File: config.mk
export PLATFORM = sky130hd
export DESIGN_NAME = int8_dot_product_scaled_unit
export DESIGN_NICKNAME = d
export VERILOG_FILES = /design/src/rtl/idps_pkg.sv /design/src/rtl/idps_ctrl.sv /design/src/rtl/idps_dpath.sv /design/src/rtl/int8_dot_product_scaled_unit.sv
export SDC_FILE = /design/constraint.sdc
export NUM_CORES = 2
export LEC_CHECK = 0
export ABC_AREA = 1
export ABC_CLOCK_PERIOD_IN_PS = 9100
export BUFFER_PORTS_ARGS = -buffer_cell sky130_fd_sc_hd__clkbuf_2
export CORE_ASPECT_RATIO = 0.9
export CORE_MARGIN = 10
export CORE_UTILIZATION = 45
export DETAILED_ROUTE_END_ITERATION = 6
export PLACE_DENSITY = 0.58
export SETUP_SLACK_MARGIN = 0.4
export SLEW_MARGIN = 20
export SYNTH_ARGS = -nofsm -noshare
export SYNTH_HDL_FRONTEND = slang
export SYNTH_HIERARCHICAL = 1
export SYNTH_SLANG_ARGS = --single-unit
File: constraint.sdc
create_clock -name i_clk -period 9.1 [get_ports i_clk]
set_clock_uncertainty 0.15 [all_clocks]
set_input_delay 0.455 -clock i_clk [delete_from_list [all_inputs] [get_ports i_clk]]
set_output_delay 0.455 -clock i_clk [all_outputs]
set_load 0.05 [all_outputs]
File: src/rtl/idps_pkg.sv
`timescale 1ns / 1ps

package idps_pkg;

    // fp32 constants
    localparam logic [31:0] SCALE_RESET = 32'h3F80_0000;
    localparam logic [31:0] QUIET_BIT   = 32'h0040_0000;
    localparam logic [31:0] DEFAULT_NAN = 32'h7FC0_0000;
    localparam logic [30:0] INF_MAG     = 31'h7F80_0000;
    localparam logic [7:0]  EXP_MAX     = 8'hFF;
    localparam int          MANT_W      = 24;
    localparam int          RAW_W       = 20;

    // controller to datapath commands
    typedef struct packed {
        logic acc;    // element beat accepted
        logic mul;    // form mantissa times magnitude
        logic norm;   // one normalize shift
        logic load;   // load result register
    } t_cmd;

    // datapath to controller status
    typedef struct packed {
        logic norm_done;
    } t_status;

endpackage

File: src/rtl/idps_ctrl.sv
`timescale 1ns / 1ps

module idps_ctrl (
    input  logic               i_clk,
    input  logic               i_rst_n,
    input  logic               i_in_valid,
    input  logic               i_last_element,
    output logic               o_in_stall,
    output logic               o_out_valid,
    input  logic               i_out_stall,
    input  idps_pkg::t_status  i_status,
    output idps_pkg::t_cmd     o_cmd
);
    import idps_pkg::*;

    typedef enum logic [3:0] {
        S_ACC  = 4'b0001,
        S_MUL  = 4'b0010,
        S_NORM = 4'b0100,
        S_RND  = 4'b1000
    } t_state;

    t_state r_state, n_state;
    logic   r_out_valid;
    logic   w_out_take;
    logic   w_in_take;

    assign w_out_take  = r_out_valid && !i_out_stall;
    assign o_out_valid = r_out_valid;

    // input stalls outside accumulate; there the closing beat waits until the result register can take it
    always_comb begin
        o_in_stall = 1'b1;
        if (r_state == S_ACC) begin
            o_in_stall = i_last_element && r_out_valid && i_out_stall;
        end
    end

    assign w_in_take = i_in_valid && !o_in_stall;

    // next state and commands
    always_comb begin
        n_state    = r_state;
        o_cmd      = '0;
        o_cmd.acc  = w_in_take;
        case (r_state)
            S_ACC: begin
                if (w_in_take && i_last_element) n_state = S_MUL;
            end
            S_MUL: begin
                o_cmd.mul = 1'b1;
                n_state   = S_NORM;
            end
            S_NORM: begin
                if (i_status.norm_done) n_state = S_RND;
                else o_cmd.norm = 1'b1;
            end
            S_RND: begin
                o_cmd.load = 1'b1;
                n_state    = S_ACC;
            end
            default: n_state = S_ACC;
        endcase
    end

    always_ff @(posedge i_clk) begin
        if (!i_rst_n) begin
            r_state     <= S_ACC;
            r_out_valid <= 1'b0;
        end else begin
            r_state <= n_state;
            if (o_cmd.load) r_out_valid <= 1'b1;
            else if (w_out_take) r_out_valid <= 1'b0;
        end
    end

endmodule

File: src/rtl/idps_dpath.sv
`timescale 1ns / 1ps

module idps_dpath #(
    parameter int MAX_LENGTH = 16
) (
    input  logic               i_clk,
    input  logic               i_rst_n,
    input  idps_pkg::t_cmd     i_cmd,
    output idps_pkg::t_status  o_status,
    input  logic               i_cfg_valid,
    input  logic [31:0]        i_cfg_data,
    input  logic signed [7:0]  i_element_a,
    input  logic signed [7:0]  i_element_b,
    input  logic               i_last_element,
    output logic [31:0]        o_score_bits,
    output logic signed [19:0] o_raw_sum,
    output logic               o_length_error
);
    import idps_pkg::*;

    localparam int SUM_W = 16 + $clog2(MAX_LENGTH);
    localparam int CNT_W = $clog2(MAX_LENGTH + 1);
    localparam int PW    = MANT_W + SUM_W;
    localparam int XW    = 10;

    logic [31:0]             r_scale;
    logic signed [SUM_W-1:0] r_sum, n_sum;
    logic [CNT_W-1:0]        r_cnt, n_cnt;
    logic                    r_ovf, n_ovf;
    logic signed [SUM_W-1:0] r_fsum;
    logic                    r_ferr;
    logic [PW-1:0]           r_p;
    logic [XW-1:0]           r_x;
    logic signed [15:0]      w_prod;
    logic [SUM_W-1:0]        w_mag;
    logic [MANT_W-1:0]       w_mant;
    logic [7:0]              w_exp;
    logic                    w_sign;
    logic                    w_inc;
    logic [7:0]              w_expf;
    logic [30:0]             w_rnd;
    logic [31:0]             n_score;
    logic signed [31:0]      w_sum_ext;

    // scale register
    always_ff @(posedge i_clk) begin
        if (!i_rst_n) r_scale <= SCALE_RESET;
        else if (i_cfg_valid) r_scale <= i_cfg_data;
    end

    // multiply-accumulate with length check
    assign w_prod = i_element_a * i_element_b;

    always_comb begin
        n_sum = r_sum;
        n_cnt = r_cnt;
        n_ovf = r_ovf;
        if (r_cnt == CNT_W'(MAX_LENGTH)) begin
            n_ovf = 1'b1;
        end else begin
            n_sum = r_sum + SUM_W'(w_prod);
            n_cnt = r_cnt + 1'b1;
        end
    end

    always_ff @(posedge i_clk) begin
        if (!i_rst_n) begin
            r_sum <= '0;
            r_cnt <= '0;
            r_ovf <= 1'b0;
        end else if (i_cmd.acc) begin
            if (i_last_element) begin
                r_sum <= '0;
                r_cnt <= '0;
                r_ovf <= 1'b0;
            end else begin
                r_sum <= n_sum;
                r_cnt <= n_cnt;
                r_ovf <= n_ovf;
            end
        end
    end

    // closed vector
    always_ff @(posedge i_clk) begin
        if (i_cmd.acc && i_last_element) begin
            r_fsum <= n_sum;
            r_ferr <= n_ovf;
        end
    end

    // scale fields, subnormal scale has no hidden bit and exponent one
    assign w_exp  = (r_scale[30:23] == 8'd0) ? 8'd1 : r_scale[30:23];
    assign w_mant = {(r_scale[30:23] != 8'd0), r_scale[22:0]};
    assign w_mag  = r_fsum[SUM_W-1] ? SUM_W'(-r_fsum) : SUM_W'(r_fsum);
    assign w_sign = r_scale[31] ^ r_fsum[SUM_W-1];

    // mantissa product, then shift left until normalized, at minimum exponent or zero
    always_ff @(posedge i_clk) begin
        if (i_cmd.mul) begin
            r_p <= PW'(w_mant) * PW'(w_mag);
            r_x <= XW'(w_exp) + XW'(PW - MANT_W);
        end else if (i_cmd.norm) begin
            r_p <= r_p << 1;
            r_x <= r_x - 1'b1;
        end
    end

    assign o_status.norm_done = r_p[PW-1] || (r_x <= XW'(1)) || (r_p == '0);

    // round to nearest even, carry may move into exponent
    assign w_inc  = r_p[PW-MANT_W-1] && (r_p[PW-MANT_W] || (|r_p[PW-MANT_W-2:0]));
    assign w_expf = r_p[PW-1] ? r_x[7:0] : 8'd0;
    assign w_rnd  = {w_expf, r_p[PW-2:PW-MANT_W]} + 31'(w_inc);

    // special cases then rounded score
    always_comb begin
        if (r_scale[30:23] == EXP_MAX && r_scale[22:0] != 23'd0) begin
            n_score = r_scale | QUIET_BIT;
        end else if (r_scale[30:23] == EXP_MAX) begin
            n_score = (r_fsum == '0) ? DEFAULT_NAN : {w_sign, INF_MAG};
        end else if (r_p == '0) begin
            n_score = {w_sign, 31'd0};
        end else if (r_x >= XW'(255)) begin
            n_score = {w_sign, INF_MAG};
        end else begin
            n_score = {w_sign, w_rnd};
        end
    end

    assign w_sum_ext = 32'(r_fsum);

    // result register
    always_ff @(posedge i_clk) begin
        if (i_cmd.load) begin
            o_length_error <= r_ferr;
            o_score_bits   <= r_ferr ? 32'd0 : n_score;
            o_raw_sum      <= r_ferr ? 20'sd0 : w_sum_ext[RAW_W-1:0];
        end
    end

endmodule

File: src/rtl/int8_dot_product_scaled_unit.sv
`timescale 1ns / 1ps

// Quantized int8 dot product with fp32 scaling. Element pairs are taken one beat
// per cycle when not stalled and summed; the beat marked last closes the vector
// and yields one result: the integer sum and the fp32 score scale times sum (round
// to nearest even, NaN and infinity propagated), or score 0 with length_error set
// when the vector held more than MAX_LENGTH pairs. After a last beat the input
// stalls while the product is formed, normalized (0 to 20 shifts with MAX_LENGTH
// 16, at most 16 + log2(MAX_LENGTH), one bit per cycle in the shifter) and
// rounded. The closing beat also stalls while an earlier result is still held in
// the output register. Scale is written through the cfg port, ready always high.
module int8_dot_product_scaled_unit #(
    parameter int MAX_LENGTH = 16
) (
    input  logic               i_clk,
    input  logic               i_rst_n,
    input  logic               i_cfg_valid,
    output logic               o_cfg_ready,
    input  logic [31:0]        i_cfg_data,
    input  logic               i_in_valid,
    output logic               o_in_stall,
    input  logic signed [7:0]  i_element_a,
    input  logic signed [7:0]  i_element_b,
    input  logic               i_last_element,
    output logic               o_out_valid,
    input  logic               i_out_stall,
    output logic [31:0]        o_score_bits,
    output logic signed [19:0] o_raw_sum,
    output logic               o_length_error
);
    import idps_pkg::*;

    t_cmd    w_cmd;
    t_status w_status;

    assign o_cfg_ready = 1'b1;

    // sequencer
    idps_ctrl u_ctrl (
        .i_clk          (i_clk),
        .i_rst_n        (i_rst_n),
        .i_in_valid     (i_in_valid),
        .i_last_element (i_last_element),
        .o_in_stall     (o_in_stall),
        .o_out_valid    (o_out_valid),
        .i_out_stall    (i_out_stall),
        .i_status       (w_status),
        .o_cmd          (w_cmd)
    );

    // arithmetic
    idps_dpath #(
        .MAX_LENGTH (MAX_LENGTH)
    ) u_dpath (
        .i_clk          (i_clk),
        .i_rst_n        (i_rst_n),
        .i_cmd          (w_cmd),
        .o_status       (w_status),
        .i_cfg_valid    (i_cfg_valid),
        .i_cfg_data     (i_cfg_data),
        .i_element_a    (i_element_a),
        .i_element_b    (i_element_b),
        .i_last_element (i_last_element),
        .o_score_bits   (o_score_bits),
        .o_raw_sum      (o_raw_sum),
        .o_length_error (o_length_error)
    );

endmodule

==> flow_metrics.py <==
metrics = {
    "setup_path": {
        "r2r_slack_ps": 900,
        "rr_worst_depth": 31,
        "required_ps": 9210,
        "cp-start-kind": "register",
        "worstPathMaxFanout": 14,
        "path_common_cell": "fa_1",
        "critical_path_class": "register to register",
        "critical-path-top-delay-family": "adder cells",
        "slowest_delay_ps": 600,
        "path_buf_inv": 7,
        "arrival_ps": 8310,
        "r2r_start": "u_dpath/r_fsum[1]",
        "r2r_end": "u_dpath/r_p[42]",
        "slowest_stage": "fa_1",
        "end_kind": "register",
    },
    "detailed_routing": {
        "dr_total_vias": 25554,
        "drt_iter0_drc": 2272,
        "wl_mm": 98.2,
        "post-route-drc-count": 0,
        "first_pass_iters": 6,
        "drtAntennaViolNets": 0,
        "wl_per_cell_um": 20.5,
        "vias_per_cell": 5.33,
    },
    "die": {
        "placementRows": 89,
        "die_x_um": 292,
        "die_h_um": 265,
        "dieArea_sq_um": 77400,
        "core_area_sq_um": 65800,
        "ios": 110,
        "initial_core_util_pct": 45.6,
    },
    "yosys": {
        "yosys.area.top_type": "fa_1",
        "synth_top_area_share_pct": 32.0,
        "synth_seq_cells": 191,
        "syn_area_sq_um": 30000,
        "netlist_instances": 3862,
        "seq_area_frac_synth_pct": 17.0,
        "synthTopCellsByArea": "fa_1, edfxtp_1, nand2_1, inv_1, ha_1",
        "yosysWarnings": 6,
        "synthFlopType": "edfxtp_1",
        "synth-async-reset-ratio_pct": 0,
        "synth_most_common_cell": "nand2_1",
        "syn_avg_cell_area_sq_um": 7.77,
        "syn_nets": 4607,
        "synth_cell_types": 55,
        "synth-edff-count": 128,
        "synth_commonest_cells": "nand2_1, inv_1, fa_1",
    },
    "global_route": {
        "grt_max_degree": 56,
        "grtUsageMet1_pct": 35.1,
        "grtUsageMet3_pct": 3.75,
        "grt_pass1_wl_mm": 153,
        "grt_pass1_vias": 25649,
        "grt-ovfl-total": 0,
        "track_usage_pct": 25.8,
        "gr-usage-met2_pct": 41.7,
        "antenna_found_initial": 1,
        "gr-max-usage-layer": "met2",
    },
    "timing": {
        "slew_violations": 0,
        "clock.fmax_ghz": 0.122,
        "maxSlewHeadroom_pct": 23.2,
        "setup_tns_ps": 0,
        "post-route-period-util_pct": 90.1,
        "finalSetupViolCount": 0,
        "tightest_slew_ps": 1150,
        "hold_violations": 0,
        "rsz0062_at_grt": "no",
        "fin_crit_ps": 8200,
    },
    "hold_path": {
        "whs_endpoint": "u_dpath/r_scale[29]",
        "min_path_type": "primary input to register",
        "min_from": "i_cfg_data[29]",
        "hold_depth": 3,
    },
    "cts": {
        "path_clk_slew_ps": 80,
        "htree_levels": 4,
        "cts-root-buf": "clkbuf_16",
        "insertion_delay_ps": 510,
        "tritoncts": "done",
        "clock_sinks": 191,
        "cts_buffers": 17,
        "clk_path_buf_depth": 2,
    },
    "cells_and_area": {
        "fin_nets": 4665,
        "drive_gt1_share_pct": 7.53,
        "syn_to_final_growth_pct": 7.40,
        "diodes": 0,
    },
    "placed_design": {
        "dp_hpwl_mm": 80.2,
        "port_buffers": 108,
        "gp_congestion": 0.993,
    },
    "run": {
        "drv_cap": 0,
    },
    "run_status": {
        "status": "complete, no violations",
    },
}
-- layout make-up --
cell class	count	area, sq um
Timing Repair Buffer	184	1120
Tap cell	864	1080
Fill cell	6568	33600
Clock buffer	19	475
Sequential cell	191	5100
Inverter	880	3310
Multi-Input combinational cell	2646	21000
Clock inverter	13	138
-- worst max path at each step --
| stage | slack, ps | cells past startpoint | from | endpoint |
|---|---|---|---|---|
| after detailed placement | 770 | 31 | u_dpath/r_fsum[1] | u_dpath/r_p[42] |
| after CTS | 750 | 31 | u_dpath/r_fsum[1] | u_dpath/r_p[42] |
| after floorplan | 2080 | 34 | u_dpath/r_fsum[0] | u_dpath/r_p[29] |
| after global routing | 480 | 34 | u_dpath/r_fsum[1] | u_dpath/r_p[32] |
| after global placement | 730 | 31 | u_dpath/r_fsum[1] | u_dpath/r_p[42] |
| final | 900 | 31 | u_dpath/r_fsum[1] | u_dpath/r_p[42] |
-- cells by family (layout without fill, tap and decap cells) --
family,count (synthesis),count (layout),synth area share [%]
compound gates,338,338,5.97
fa+ha+maj,691,691,40.8
simple gates,1588,1588,22.3
other cells,1,1,0.0125
xor+xnor,28,28,0.842
buf+inv,1025,1096,13.1
flops,191,191,17.0
-- per-stage QoR --
step                      util (%)  area [sq um]  instances  setup slack (ps)  hold WS [ps]
final                         49.0         32200       4797               899          39.1
after global routing          49.0         32200       4797               483          52.3
after CTS                     49.0         32200       4797               754          1.77
after detailed placement      48.0         31600       4761               770           307
after global placement        48.0         31600       4761               735           305
after floorplan                  -         30000       3862              2080           274
-- repair_timing --
action / 4_1_cts / 5_1_grt
hold endpoints to repair: 4 / 0
setup buffers: 0 / 0
hold buffers: 4 / 0
gates resized for setup: 0 / 2
endpoints found under the setup margin: 0 / 1
-- worst register-to-register path, delay by kind of cell, from the launching register on --
family          cells  cell delay (ps)
buf+inv             7              940
fa+ha+maj           9             4030
xor+xnor            1              110
flops               1              410
simple gates       10             1280
compound gates      4             1060
-- metal layers --
| layer | routed length (um) | part of all wire, % |
|---|---|---|
| met1 | 42500 | 43 |
| met2 | 45400 | 46 |
| met3 | 6990 | 7.1 |
| met4 | 3250 | 3.3 |
| met5 | 0 | 0 |
-- sequential cells by signal, indices dropped and copies added, names as in the netlist, 4 cells and up --
register / flops
u_dpath/r_p: 44
u_dpath/r_x: 10
u_dpath/o_raw_sum: 20
u_dpath/r_sum: 20
u_ctrl/r_state: 4
u_dpath/o_score_bits: 32
u_dpath/r_cnt: 5
u_dpath/r_scale: 32
u_dpath/r_fsum: 20
-- layout by cell type (no fill, tap or decap), types with 3 or more instances in the layout --
cell type | synthesis | final
nand4_1 | 49 | 49
nor2_4 | 13 | 13
xor2_2 | 1 | 3
or2_2 | 24 | 24
a31oi_1 | 6 | 6
o21ai_2 | 3 | 3
clkinv_4 | 0 | 3
inv_1 | 860 | 856
nor2_2 | 13 | 13
xnor2_1 | 12 | 12
inv_8 | 0 | 3
o2111ai_1 | 3 | 3
dfxtp_1 | 63 | 63
buf_4 | 7 | 72
nand2_1 | 909 | 909
nand4_2 | 3 | 3
a21oi_1 | 164 | 163
nand3_1 | 168 | 168
clkinv_8 | 0 | 3
o21bai_1 | 5 | 5
dlygate4sd3_1 | 0 | 4
o21ai_0 | 131 | 131
o21ai_1 | 4 | 4
nor3_1 | 31 | 31
nand2_2 | 5 | 5
fa_1 | 480 | 480
nor4_1 | 10 | 10
nand3b_1 | 10 | 10
clkinv_1 | 10 | 12
edfxtp_1 | 128 | 128
clkbuf_16 | 0 | 19
a21o_1 | 6 | 6
nor2_1 | 342 | 342
inv_2 | 9 | 12
ha_1 | 211 | 211
xor2_1 | 15 | 13
o211ai_1 | 5 | 5
clkbuf_2 | 0 | 108
Power is left out: the tool's default activity adds up to more than one toggle a clock period on the data nets, which glitch-free logic cannot reach.
